## config.mk

```make
export PLATFORM = sky130hd
export DESIGN_NAME = update_package_deframer
export DESIGN_NICKNAME = d
export VERILOG_FILES = /design/src/rtl/core/upd_pkg.sv /design/src/rtl/core/update_package_deframer.sv
export SDC_FILE = /design/constraint.sdc
export NUM_CORES = 1
export LEC_CHECK = 0
export BUFFER_PORTS_ARGS = -buffer_cell sky130_fd_sc_hd__buf_2
export CAP_MARGIN = 30
export CORE_MARGIN = 3
export CORE_UTILIZATION = 60
export CTS_CLUSTER_DIAMETER = 40
export DETAILED_ROUTE_END_ITERATION = 7
export PLACE_DENSITY = 0.79
export RECOVER_POWER = 25
export SYNTH_ARGS = -nofsm -noshare
export SYNTH_HDL_FRONTEND = slang
export SYNTH_SLANG_ARGS = --single-unit
```

## constraint.sdc

```tcl
create_clock -name clk_i -period 6.4 [get_ports clk_i]
set_input_delay 0.96 -clock clk_i [delete_from_list [all_inputs] [get_ports clk_i]]
set_output_delay 0.96 -clock clk_i [all_outputs]
set_load 0.005 [all_outputs]
```

## src/rtl/core/upd_pkg.sv

```systemverilog
package upd_pkg;

  // Deframer phases, one-hot.
  typedef enum logic [8:0] {
    PH_IDLE     = 9'b000000001,
    PH_HEADER   = 9'b000000010,
    PH_FIRMWARE = 9'b000000100,
    PH_NAMELEN  = 9'b000001000,
    PH_NAME     = 9'b000010000,
    PH_FILESIZE = 9'b000100000,
    PH_FILEDATA = 9'b001000000,
    PH_DONE     = 9'b010000000,
    PH_FAILED   = 9'b100000000
  } phase_e;

  // Event kinds carried by each result.
  typedef enum logic [3:0] {
    KIND_NONE       = 4'd0,
    KIND_FW_BYTE    = 4'd1,
    KIND_NAME_BYTE  = 4'd2,
    KIND_FILE_BYTE  = 4'd3,
    KIND_FW_BEGIN   = 4'd4,
    KIND_FW_END     = 4'd5,
    KIND_FILE_BEGIN = 4'd6,
    KIND_FILE_END   = 4'd7,
    KIND_FILE_EMPTY = 4'd8,
    KIND_DONE       = 4'd9
  } kind_e;

  typedef enum logic [1:0] {
    STAT_RUNNING = 2'd0,
    STAT_OK      = 2'd1,
    STAT_FAILED  = 2'd2
  } stat_e;

  typedef enum logic [2:0] {
    ERR_NONE          = 3'd0,
    ERR_FW_SIZE       = 3'd1,
    ERR_NAME_LONG     = 3'd2,
    ERR_PKG_LARGE     = 3'd3,
    ERR_FW_INCOMPLETE = 3'd4,
    ERR_FILE_TAIL     = 3'd5,
    ERR_META_TRUNC    = 3'd6
  } err_e;

  // Register addresses, by word index.
  localparam logic REG_FW_LIMIT  = 1'b0;
  localparam logic REG_PKG_LIMIT = 1'b1;

  localparam logic [31:0] FW_LIMIT_RESET  = 32'd1048576;
  localparam logic [31:0] PKG_LIMIT_RESET = 32'd2097152;

  localparam logic [7:0] SLASH = 8'h2F;

  // One result transaction as held in the output queue.
  typedef struct packed {
    kind_e       kind;
    logic [7:0]  data;
    logic [31:0] len;
    stat_e       status;
    err_e        err;
    logic        last;
  } res_t;

  function automatic res_t mk_res(kind_e k, logic [7:0] d, logic [31:0] l);
    res_t r;
    r.kind   = k;
    r.data   = d;
    r.len    = l;
    r.status = STAT_RUNNING;
    r.err    = ERR_NONE;
    r.last   = 1'b0;
    return r;
  endfunction

endpackage

```

## src/rtl/core/update_package_deframer.sv

```systemverilog
// Channel   Direction  Handshake             Payload
// input     in         in_valid_i/in_stall_o mode_i, byte_value_i
// result    out        out_valid_o/out_stall_i kind_o, data_byte_o, length_value_o,
//                                            status_o, error_code_o, last_result_o
// config    in         APB write/read        paddr, pwdata, prdata
//
// Each byte is decoded in the cycle it is accepted; its one or two results enter a
// four-entry result queue and leave at one per cycle while out_stall_i is low, so
// single-result bytes flow at one per cycle; two-result bytes are slowed by the queue's
// single read port. The input is stalled while fewer than two queue entries are free.
// Reset returns the deframer to idle with both limits at their defaults; no clearing
// pass is needed.
module update_package_deframer
  import upd_pkg::*;
#(
  parameter int NAME_BUFFER_BYTES = 64
) (
  input  logic        clk_i,
  input  logic        rst_ni,
  // Byte input
  input  logic        in_valid_i,
  output logic        in_stall_o,
  input  logic        mode_i,
  input  logic [7:0]  byte_value_i,
  // Result output
  output logic        out_valid_o,
  input  logic        out_stall_i,
  output logic [3:0]  kind_o,
  output logic [7:0]  data_byte_o,
  output logic [31:0] length_value_o,
  output logic [1:0]  status_o,
  output logic [2:0]  error_code_o,
  output logic        last_result_o,
  // Configuration
  input  logic        psel,
  input  logic        penable,
  input  logic        pwrite,
  input  logic [2:0]  paddr,
  input  logic [31:0] pwdata,
  output logic [31:0] prdata,
  output logic        pready
);

  localparam int NW = $clog2(NAME_BUFFER_BYTES);

  // Configuration registers.
  logic [31:0] fw_limit_q, pkg_limit_q;

  assign pready = 1'b1;
  assign prdata = (paddr[2] == REG_PKG_LIMIT) ? pkg_limit_q : fw_limit_q;

  always_ff @(posedge clk_i or negedge rst_ni) begin
    if (!rst_ni) begin
      fw_limit_q  <= FW_LIMIT_RESET;
      pkg_limit_q <= PKG_LIMIT_RESET;
    end else if (psel && penable && pwrite) begin
      if (paddr[2] == REG_PKG_LIMIT) begin
        pkg_limit_q <= pwdata;
      end else begin
        fw_limit_q <= pwdata;
      end
    end
  end

  // Deframer state.
  phase_e          phase_q, phase_d;
  err_e            err_q, err_d;
  logic [1:0]      cnt_q, cnt_d;
  logic [31:0]     acc_q, acc_d;
  logic [31:0]     left_q, left_d;
  logic [NW-1:0]   name_len_q, name_len_d;
  logic [NW-1:0]   name_cnt_q, name_cnt_d;
  logic [31:0]     total_q, total_d;

  // Result queue.
  res_t        fifo_q [4];
  logic [1:0]  wr_ptr_q, rd_ptr_q;
  logic [2:0]  count_q;

  logic        in_acc, pop;
  res_t        r0, r1;
  logic        two;
  logic [31:0] acc_new;
  logic [31:0] left_dec;
  logic [NW-1:0] name_cnt_inc;
  logic [15:0] len16;

  assign in_stall_o = (count_q > 3'd2);
  assign in_acc     = in_valid_i && !in_stall_o;
  assign out_valid_o = (count_q != 3'd0);
  assign pop        = out_valid_o && !out_stall_i;

  assign acc_new      = acc_q | (32'(byte_value_i) << {cnt_q, 3'b000});
  assign left_dec     = left_q - 32'd1;
  assign name_cnt_inc = name_cnt_q + NW'(1);
  assign len16        = acc_new[15:0];

  // Per-byte decode: next state and the results this transaction causes.
  always_comb begin
    phase_d    = phase_q;
    err_d      = err_q;
    cnt_d      = cnt_q;
    acc_d      = acc_q;
    left_d     = left_q;
    name_len_d = name_len_q;
    name_cnt_d = name_cnt_q;
    total_d    = total_q;
    r0         = mk_res(KIND_NONE, 8'd0, 32'd0);
    r1         = mk_res(KIND_NONE, 8'd0, 32'd0);
    two        = 1'b0;

    if (mode_i) begin
      // End of stream.
      case (phase_q)
        PH_DONE, PH_FAILED: begin
        end
        PH_NAMELEN: begin
          if (cnt_q == 2'd0) begin
            phase_d = PH_DONE;
            r0      = mk_res(KIND_DONE, 8'd0, 32'd0);
          end else begin
            phase_d = PH_FAILED;
            err_d   = ERR_META_TRUNC;
          end
        end
        PH_NAME, PH_FILESIZE, PH_FILEDATA: begin
          phase_d = PH_FAILED;
          err_d   = ERR_FILE_TAIL;
        end
        default: begin
          phase_d = PH_FAILED;
          err_d   = ERR_FW_INCOMPLETE;
        end
      endcase
    end else if (phase_q != PH_DONE && phase_q != PH_FAILED) begin
      if (total_q >= pkg_limit_q) begin
        // Package size limit reached: the byte is dropped.
        phase_d = PH_FAILED;
        err_d   = ERR_PKG_LARGE;
      end else begin
        total_d = total_q + 32'd1;
        case (phase_q)
          PH_IDLE, PH_HEADER: begin
            phase_d = PH_HEADER;
            cnt_d   = cnt_q + 2'd1;
            acc_d   = acc_new;
            if (cnt_q == 2'd3) begin
              if (acc_new == 32'd0 || acc_new > fw_limit_q) begin
                phase_d = PH_FAILED;
                err_d   = ERR_FW_SIZE;
              end else begin
                left_d  = acc_new;
                phase_d = PH_FIRMWARE;
                r0      = mk_res(KIND_FW_BEGIN, 8'd0, acc_new);
              end
            end
          end
          PH_FIRMWARE: begin
            r0     = mk_res(KIND_FW_BYTE, byte_value_i, 32'd0);
            left_d = left_dec;
            if (left_dec == 32'd0) begin
              phase_d = PH_NAMELEN;
              cnt_d   = 2'd0;
              acc_d   = 32'd0;
              r1      = mk_res(KIND_FW_END, 8'd0, 32'd0);
              two     = 1'b1;
            end
          end
          PH_NAMELEN: begin
            cnt_d = cnt_q + 2'd1;
            acc_d = acc_new;
            if (cnt_q == 2'd1) begin
              if (len16 == 16'd0) begin
                phase_d = PH_DONE;
                r0      = mk_res(KIND_DONE, 8'd0, 32'd0);
              end else if (len16 >= 16'(NAME_BUFFER_BYTES)) begin
                phase_d = PH_FAILED;
                err_d   = ERR_NAME_LONG;
              end else begin
                name_len_d = len16[NW-1:0];
                name_cnt_d = '0;
                phase_d    = PH_NAME;
              end
            end
          end
          PH_NAME: begin
            if (name_cnt_q == '0 && byte_value_i != SLASH &&
                name_len_q == NW'(NAME_BUFFER_BYTES - 1)) begin
              // No room left for the inserted slash.
              phase_d = PH_FAILED;
              err_d   = ERR_NAME_LONG;
            end else begin
              if (name_cnt_q == '0 && byte_value_i != SLASH) begin
                r0  = mk_res(KIND_NAME_BYTE, SLASH, 32'd0);
                r1  = mk_res(KIND_NAME_BYTE, byte_value_i, 32'd0);
                two = 1'b1;
              end else begin
                r0 = mk_res(KIND_NAME_BYTE, byte_value_i, 32'd0);
              end
              name_cnt_d = name_cnt_inc;
              if (name_cnt_inc == name_len_q) begin
                phase_d = PH_FILESIZE;
                cnt_d   = 2'd0;
                acc_d   = 32'd0;
              end
            end
          end
          PH_FILESIZE: begin
            cnt_d = cnt_q + 2'd1;
            acc_d = acc_new;
            if (cnt_q == 2'd3) begin
              if (acc_new == 32'd0) begin
                phase_d = PH_NAMELEN;
                cnt_d   = 2'd0;
                acc_d   = 32'd0;
                r0      = mk_res(KIND_FILE_EMPTY, 8'd0, 32'd0);
              end else begin
                left_d  = acc_new;
                phase_d = PH_FILEDATA;
                r0      = mk_res(KIND_FILE_BEGIN, 8'd0, acc_new);
              end
            end
          end
          PH_FILEDATA: begin
            r0     = mk_res(KIND_FILE_BYTE, byte_value_i, 32'd0);
            left_d = left_dec;
            if (left_dec == 32'd0) begin
              phase_d = PH_NAMELEN;
              cnt_d   = 2'd0;
              acc_d   = 32'd0;
              r1      = mk_res(KIND_FILE_END, 8'd0, 32'd0);
              two     = 1'b1;
            end
          end
          default: begin
            phase_d = PH_FAILED;
            err_d   = ERR_FW_INCOMPLETE;
          end
        endcase
      end
    end

    // Status and error code reflect the state after this transaction.
    if (phase_d == PH_DONE) begin
      r0.status = STAT_OK;
    end else if (phase_d == PH_FAILED) begin
      r0.status = STAT_FAILED;
    end
    r0.err    = err_d;
    r1.status = r0.status;
    r1.err    = err_d;
    r0.last   = !two;
    r1.last   = 1'b1;
  end

  // Deframer state registers.
  always_ff @(posedge clk_i or negedge rst_ni) begin
    if (!rst_ni) begin
      phase_q    <= PH_IDLE;
      err_q      <= ERR_NONE;
      cnt_q      <= 2'd0;
      acc_q      <= 32'd0;
      left_q     <= 32'd0;
      name_len_q <= '0;
      name_cnt_q <= '0;
      total_q    <= 32'd0;
    end else if (in_acc) begin
      phase_q    <= phase_d;
      err_q      <= err_d;
      cnt_q      <= cnt_d;
      acc_q      <= acc_d;
      left_q     <= left_d;
      name_len_q <= name_len_d;
      name_cnt_q <= name_cnt_d;
      total_q    <= total_d;
    end
  end

  // Result queue payload.
  always_ff @(posedge clk_i) begin
    if (in_acc) begin
      fifo_q[wr_ptr_q] <= r0;
      if (two) begin
        fifo_q[wr_ptr_q + 2'd1] <= r1;
      end
    end
  end

  // Result queue pointers and fill count.
  always_ff @(posedge clk_i or negedge rst_ni) begin
    if (!rst_ni) begin
      wr_ptr_q <= 2'd0;
      rd_ptr_q <= 2'd0;
      count_q  <= 3'd0;
    end else begin
      if (in_acc) begin
        wr_ptr_q <= wr_ptr_q + (two ? 2'd2 : 2'd1);
      end
      if (pop) begin
        rd_ptr_q <= rd_ptr_q + 2'd1;
      end
      count_q <= count_q + (in_acc ? (two ? 3'd2 : 3'd1) : 3'd0) - (pop ? 3'd1 : 3'd0);
    end
  end

  // Head of the queue drives the result channel.
  assign kind_o         = fifo_q[rd_ptr_q].kind;
  assign data_byte_o    = fifo_q[rd_ptr_q].data;
  assign length_value_o = fifo_q[rd_ptr_q].len;
  assign status_o       = fifo_q[rd_ptr_q].status;
  assign error_code_o   = fifo_q[rd_ptr_q].err;
  assign last_result_o  = fifo_q[rd_ptr_q].last;

endmodule

```

==> run_results.csv <==
group,metric,value,unit
run_status,status,"complete, but fails checks",
run_status,violations,"capacitance limit, slew limit",
sta,max_slew_margin,-113.2,%
logic_synthesis,synth_edf_count,64,
place,port_buffers,132,
global_routing,antenna_found_initial,0,
route,drt-initial-drc-count,1897,
layout,multi_input_area,0.01050,sq mm
clocking,clockBufferDepth,3,
logic_synthesis,synth-compound-area-share,15.07,%
hold_path,hold_path.class,"in2async",
layout,area_growth_syn_to_layout,13.17,%
logic_synthesis,synthesis.nets,2363,
global_routing,grt_first_pass_wirelength,96370,microns
pwr,powerDensity,332.2,mW/mm^2
logic_synthesis,ys_top_cells_by_area,"dfrtp_1 23%, dfxtp_1 13%, edfxtp_1 9.1%",
clocking,clk_pin_slew_worst_paths,60,ps
floorplanning,dieArea,0.03733,sq mm
worst_setup_path,critPathMostFrequentCell,"a21oi_1",
job,drv_cap,2,
sta,drv_slew,108,
floorplanning,die_y,193.2,microns
sta,clock.fmax,197.2,MHz
layout,n_fill_cell,2612,
route,drcViolationCount,0,
sta,period_minus_slack,5072,ps
logic_synthesis,synth_cell_type_count,88,
place,hpwl,40440,microns
floorplanning,ios,136,
logic_synthesis,synth_mux_area_share,8.836,%
logic_synthesis,synth-simple-area-share,18.98,%
logic_synthesis,synth_top_family_by_area,"simple AND/OR/NAND/NOR gates",
worst_setup_path,crit_fanout,12,
pwr,peakVddDrop,362.5,uV
logic_synthesis,ys_async_sr_fraction,49.11,%
route,drtAntennaViolNets,0,
clocking,cts-root-buf,"clkbuf_16",
logic_synthesis,avgSynthCellArea,9.409,sq um
logic_synthesis,synth-adder-area-share,4.617,%
floorplanning,start_util,61.79,%
worst_setup_path,cp_slowest_cell,"a211oi_1",
logic_synthesis,netlist_instances,2235,
layout,fin_nets,2437,
layout,drive_gt1_share,18.50,%
logic_synthesis,synthFlopType,"dfrtp_1",
clocking,cts_tree,"built",
place,dp_cells,2697,
floorplanning,core_area,0.03404,sq mm
clocking,post-cts-setup-buffers,0,
pwr,p_leak,10.19,nW
sta,tightest_slew,3198,ps
route,wl_per_cell,21.75,microns
logic_synthesis,ys_ff_latch,393,
sta,fin_worst_skew,39.62,ps
worst_setup_path,crit_start,"cnt_q[0]",
route,drt_wl_total,61000,microns
logic_synthesis,ys_warn_count,0,
layout,register_area,0.009479,sq mm
clocking,cts_sinks,393,
logic_synthesis,yosysTopAreaCellShare,22.61,%
layout,stdcell_count,2805,
worst_setup_path,cp-start-kind,"flip-flop",
layout,num_antenna_cells,0,
sta,final.period_utilization,79.25,%
logic_synthesis,syn_area,0.02103,sq mm
worst_setup_path,slowest_delay,640,ps
clocking,holdBufCountCts,0,
logic_synthesis,yosysSeqAreaShare,45.07,%
worst_setup_path,worstPathCellList,"inv_1, nor2_1, a21oi_1, inv_1, ha_1, and3_1, a211oi_1, a21oi_1, o32a_1, o21ai_0, a21oi_1, o311a_1, a211oi_1, a21boi_0",
global_routing,grt_usage,31.73,%
clocking,cts_resized,0,
floorplanning,num_rows,67,
logic_synthesis,yosys.area.top_type,"dfrtp_1",
place,gp_congestion,0.9637,
sta,rsz0062_at_grt,"no",
worst_setup_path,crit_path_end_kind,"flip-flop",
worst_setup_path,crit_required,6840,ps
clocking,cts_buffers,57,
sta,hold_violations,0,
route,num_vias,18300,
sta,setup_viol,0,
route,via_per_inst,6.525,
global_routing,grt_max_degree,90,
clocking,htree_levels,2,
clocking,clk_latency,630,ps
worst_setup_path,cp.arrival,5520,ps
global_routing,overflow,0,
floorplanning,die_w,193.2,microns
worst_setup_path,r2r_start,"cnt_q[0]",
route,dr.pass1.iters,5,
sta,fin_tns_setup,0,ps
logic_synthesis,synthXorXnorAreaFrac,2.166,%
global_routing,grt_pass1_vias,17730,
worst_setup_path,path_class,"reg2reg",
state kept, by name, indices dropped and copies added, names as in the netlist:
register / cells
fifo_q: 200
count_q: 3
left_q: 32
pkg_limit_q: 32
rd_ptr_q: 2
acc_q: 32
err_q: 3
phase_q: 9
cnt_q: 2
total_q: 32
name_len_q: 6
name_cnt_q: 6
wr_ptr_q: 2
fw_limit_q: 32
logic make-up after synthesis:
group                    after synthesis
AO/OA/AOI/OAI                        512
XOR/XNOR                              52
adder cells (fa/ha/maj)               77
buffers and inverters                272
flip-flops                           393
multiplexers                         115
other                                  1
AND/OR/NAND/NOR                      813
cell usage after synthesis (all sizes together) (5+ instances only):
library cell    n
xor2           16
inv           118
dfxtp         136
edfxtp         64
and3           24
nand2         270
a31oi           7
dfrtp         190
or4             8
a21oi         216
o31ai          15
buf            42
o21a           14
nand4          34
o211ai         11
or2             9
clkbuf        112
xnor2          36
or3            22
a211oi         17
nor2b          24
o21ai         112
mux2           65
nand3         142
nor2          141
o311ai          5
nand2b          8
o22ai          15
o221ai          7
ha             76
mux4           50
and2           12
nor4           50
nor3           44
a22o            5
a21o           23
a22oi          16
placed cells by master (no fill, tap or decap), types with 16 or more instances in the layout:
cell / Yosys / routed
a21o_1: 23 / 23
a21oi_1: 215 / 215
a22oi_1: 16 / 16
and3_1: 24 / 22
buf_2: 26 / 132
buf_4: 1 / 31
clkbuf_16: 0 / 58
dfrtp_1: 190 / 189
dfxtp_1: 136 / 136
edfxtp_1: 64 / 64
ha_1: 76 / 76
inv_1: 118 / 118
mux2_2: 65 / 65
mux4_2: 50 / 50
nand2_1: 269 / 268
nand3_1: 141 / 140
nand4_1: 32 / 32
nor2_1: 139 / 138
nor2b_1: 24 / 24
nor3_1: 41 / 38
nor4_1: 48 / 48
o21ai_0: 99 / 99
or3_1: 21 / 20
xnor2_1: 36 / 36
xor2_1: 16 / 16
critical path: cells and delay by family, from the launching register on:
family          cells  cell delay, ps
fa+ha+maj           1             330
buf+inv             2             430
compound gates      9            2840
simple gates        2             690
flops               1             620
final timing paths:
path                                        end  slack [ps]  cells past startpoint
worst max-delay path               fifo_q[2][3]        1330                     14
worst min-delay path                 count_q[2]         420                      1
worst max register to register     fifo_q[2][3]        1330                     14
worst min register to register    fifo_q[3][25]         450                      2
max in group asynchronous       pkg_limit_q[18]        2450                      2
min in group clk_i                fifo_q[3][25]         450                      2
per-stage QoR:
step	hold slack (ps)	worst slack, ps	instance area (sq um)	util, %	total power [mW]
floorplan	426.6	2373	21030	-	4.155
global placement	435.8	1476	21900	64.36	4.744
detailed placement	443.1	1386	21930	64.44	4.821
CTS	448.7	1554	23810	69.95	7.910
global route	463.6	1089	23800	69.93	8.232
finish	416.6	1328	23800	69.93	7.907
report_power, final:
group          switching, mW  internal, mW
logic                   1.14         0.704
registers              0.219          2.76
clock network           1.26          1.83
routing by layer:
layer  GRT usage [%]  part of all wire [%]
met1           41.31                    39
met2           51.07                    47
met3           6.001                   8.9
met4           16.18                   5.6
met5               0                     0
area by class of cell:
type,count,area share (%)
flip-flops and latches,393,39.83
clock buffers,70,6.461
repair buffers,169,3.985
well taps,448,2.355
multi-input cells,1570,44.10
clock inverters,37,1.409
inverters,118,1.861
Power figures use the tool's default switching activity.
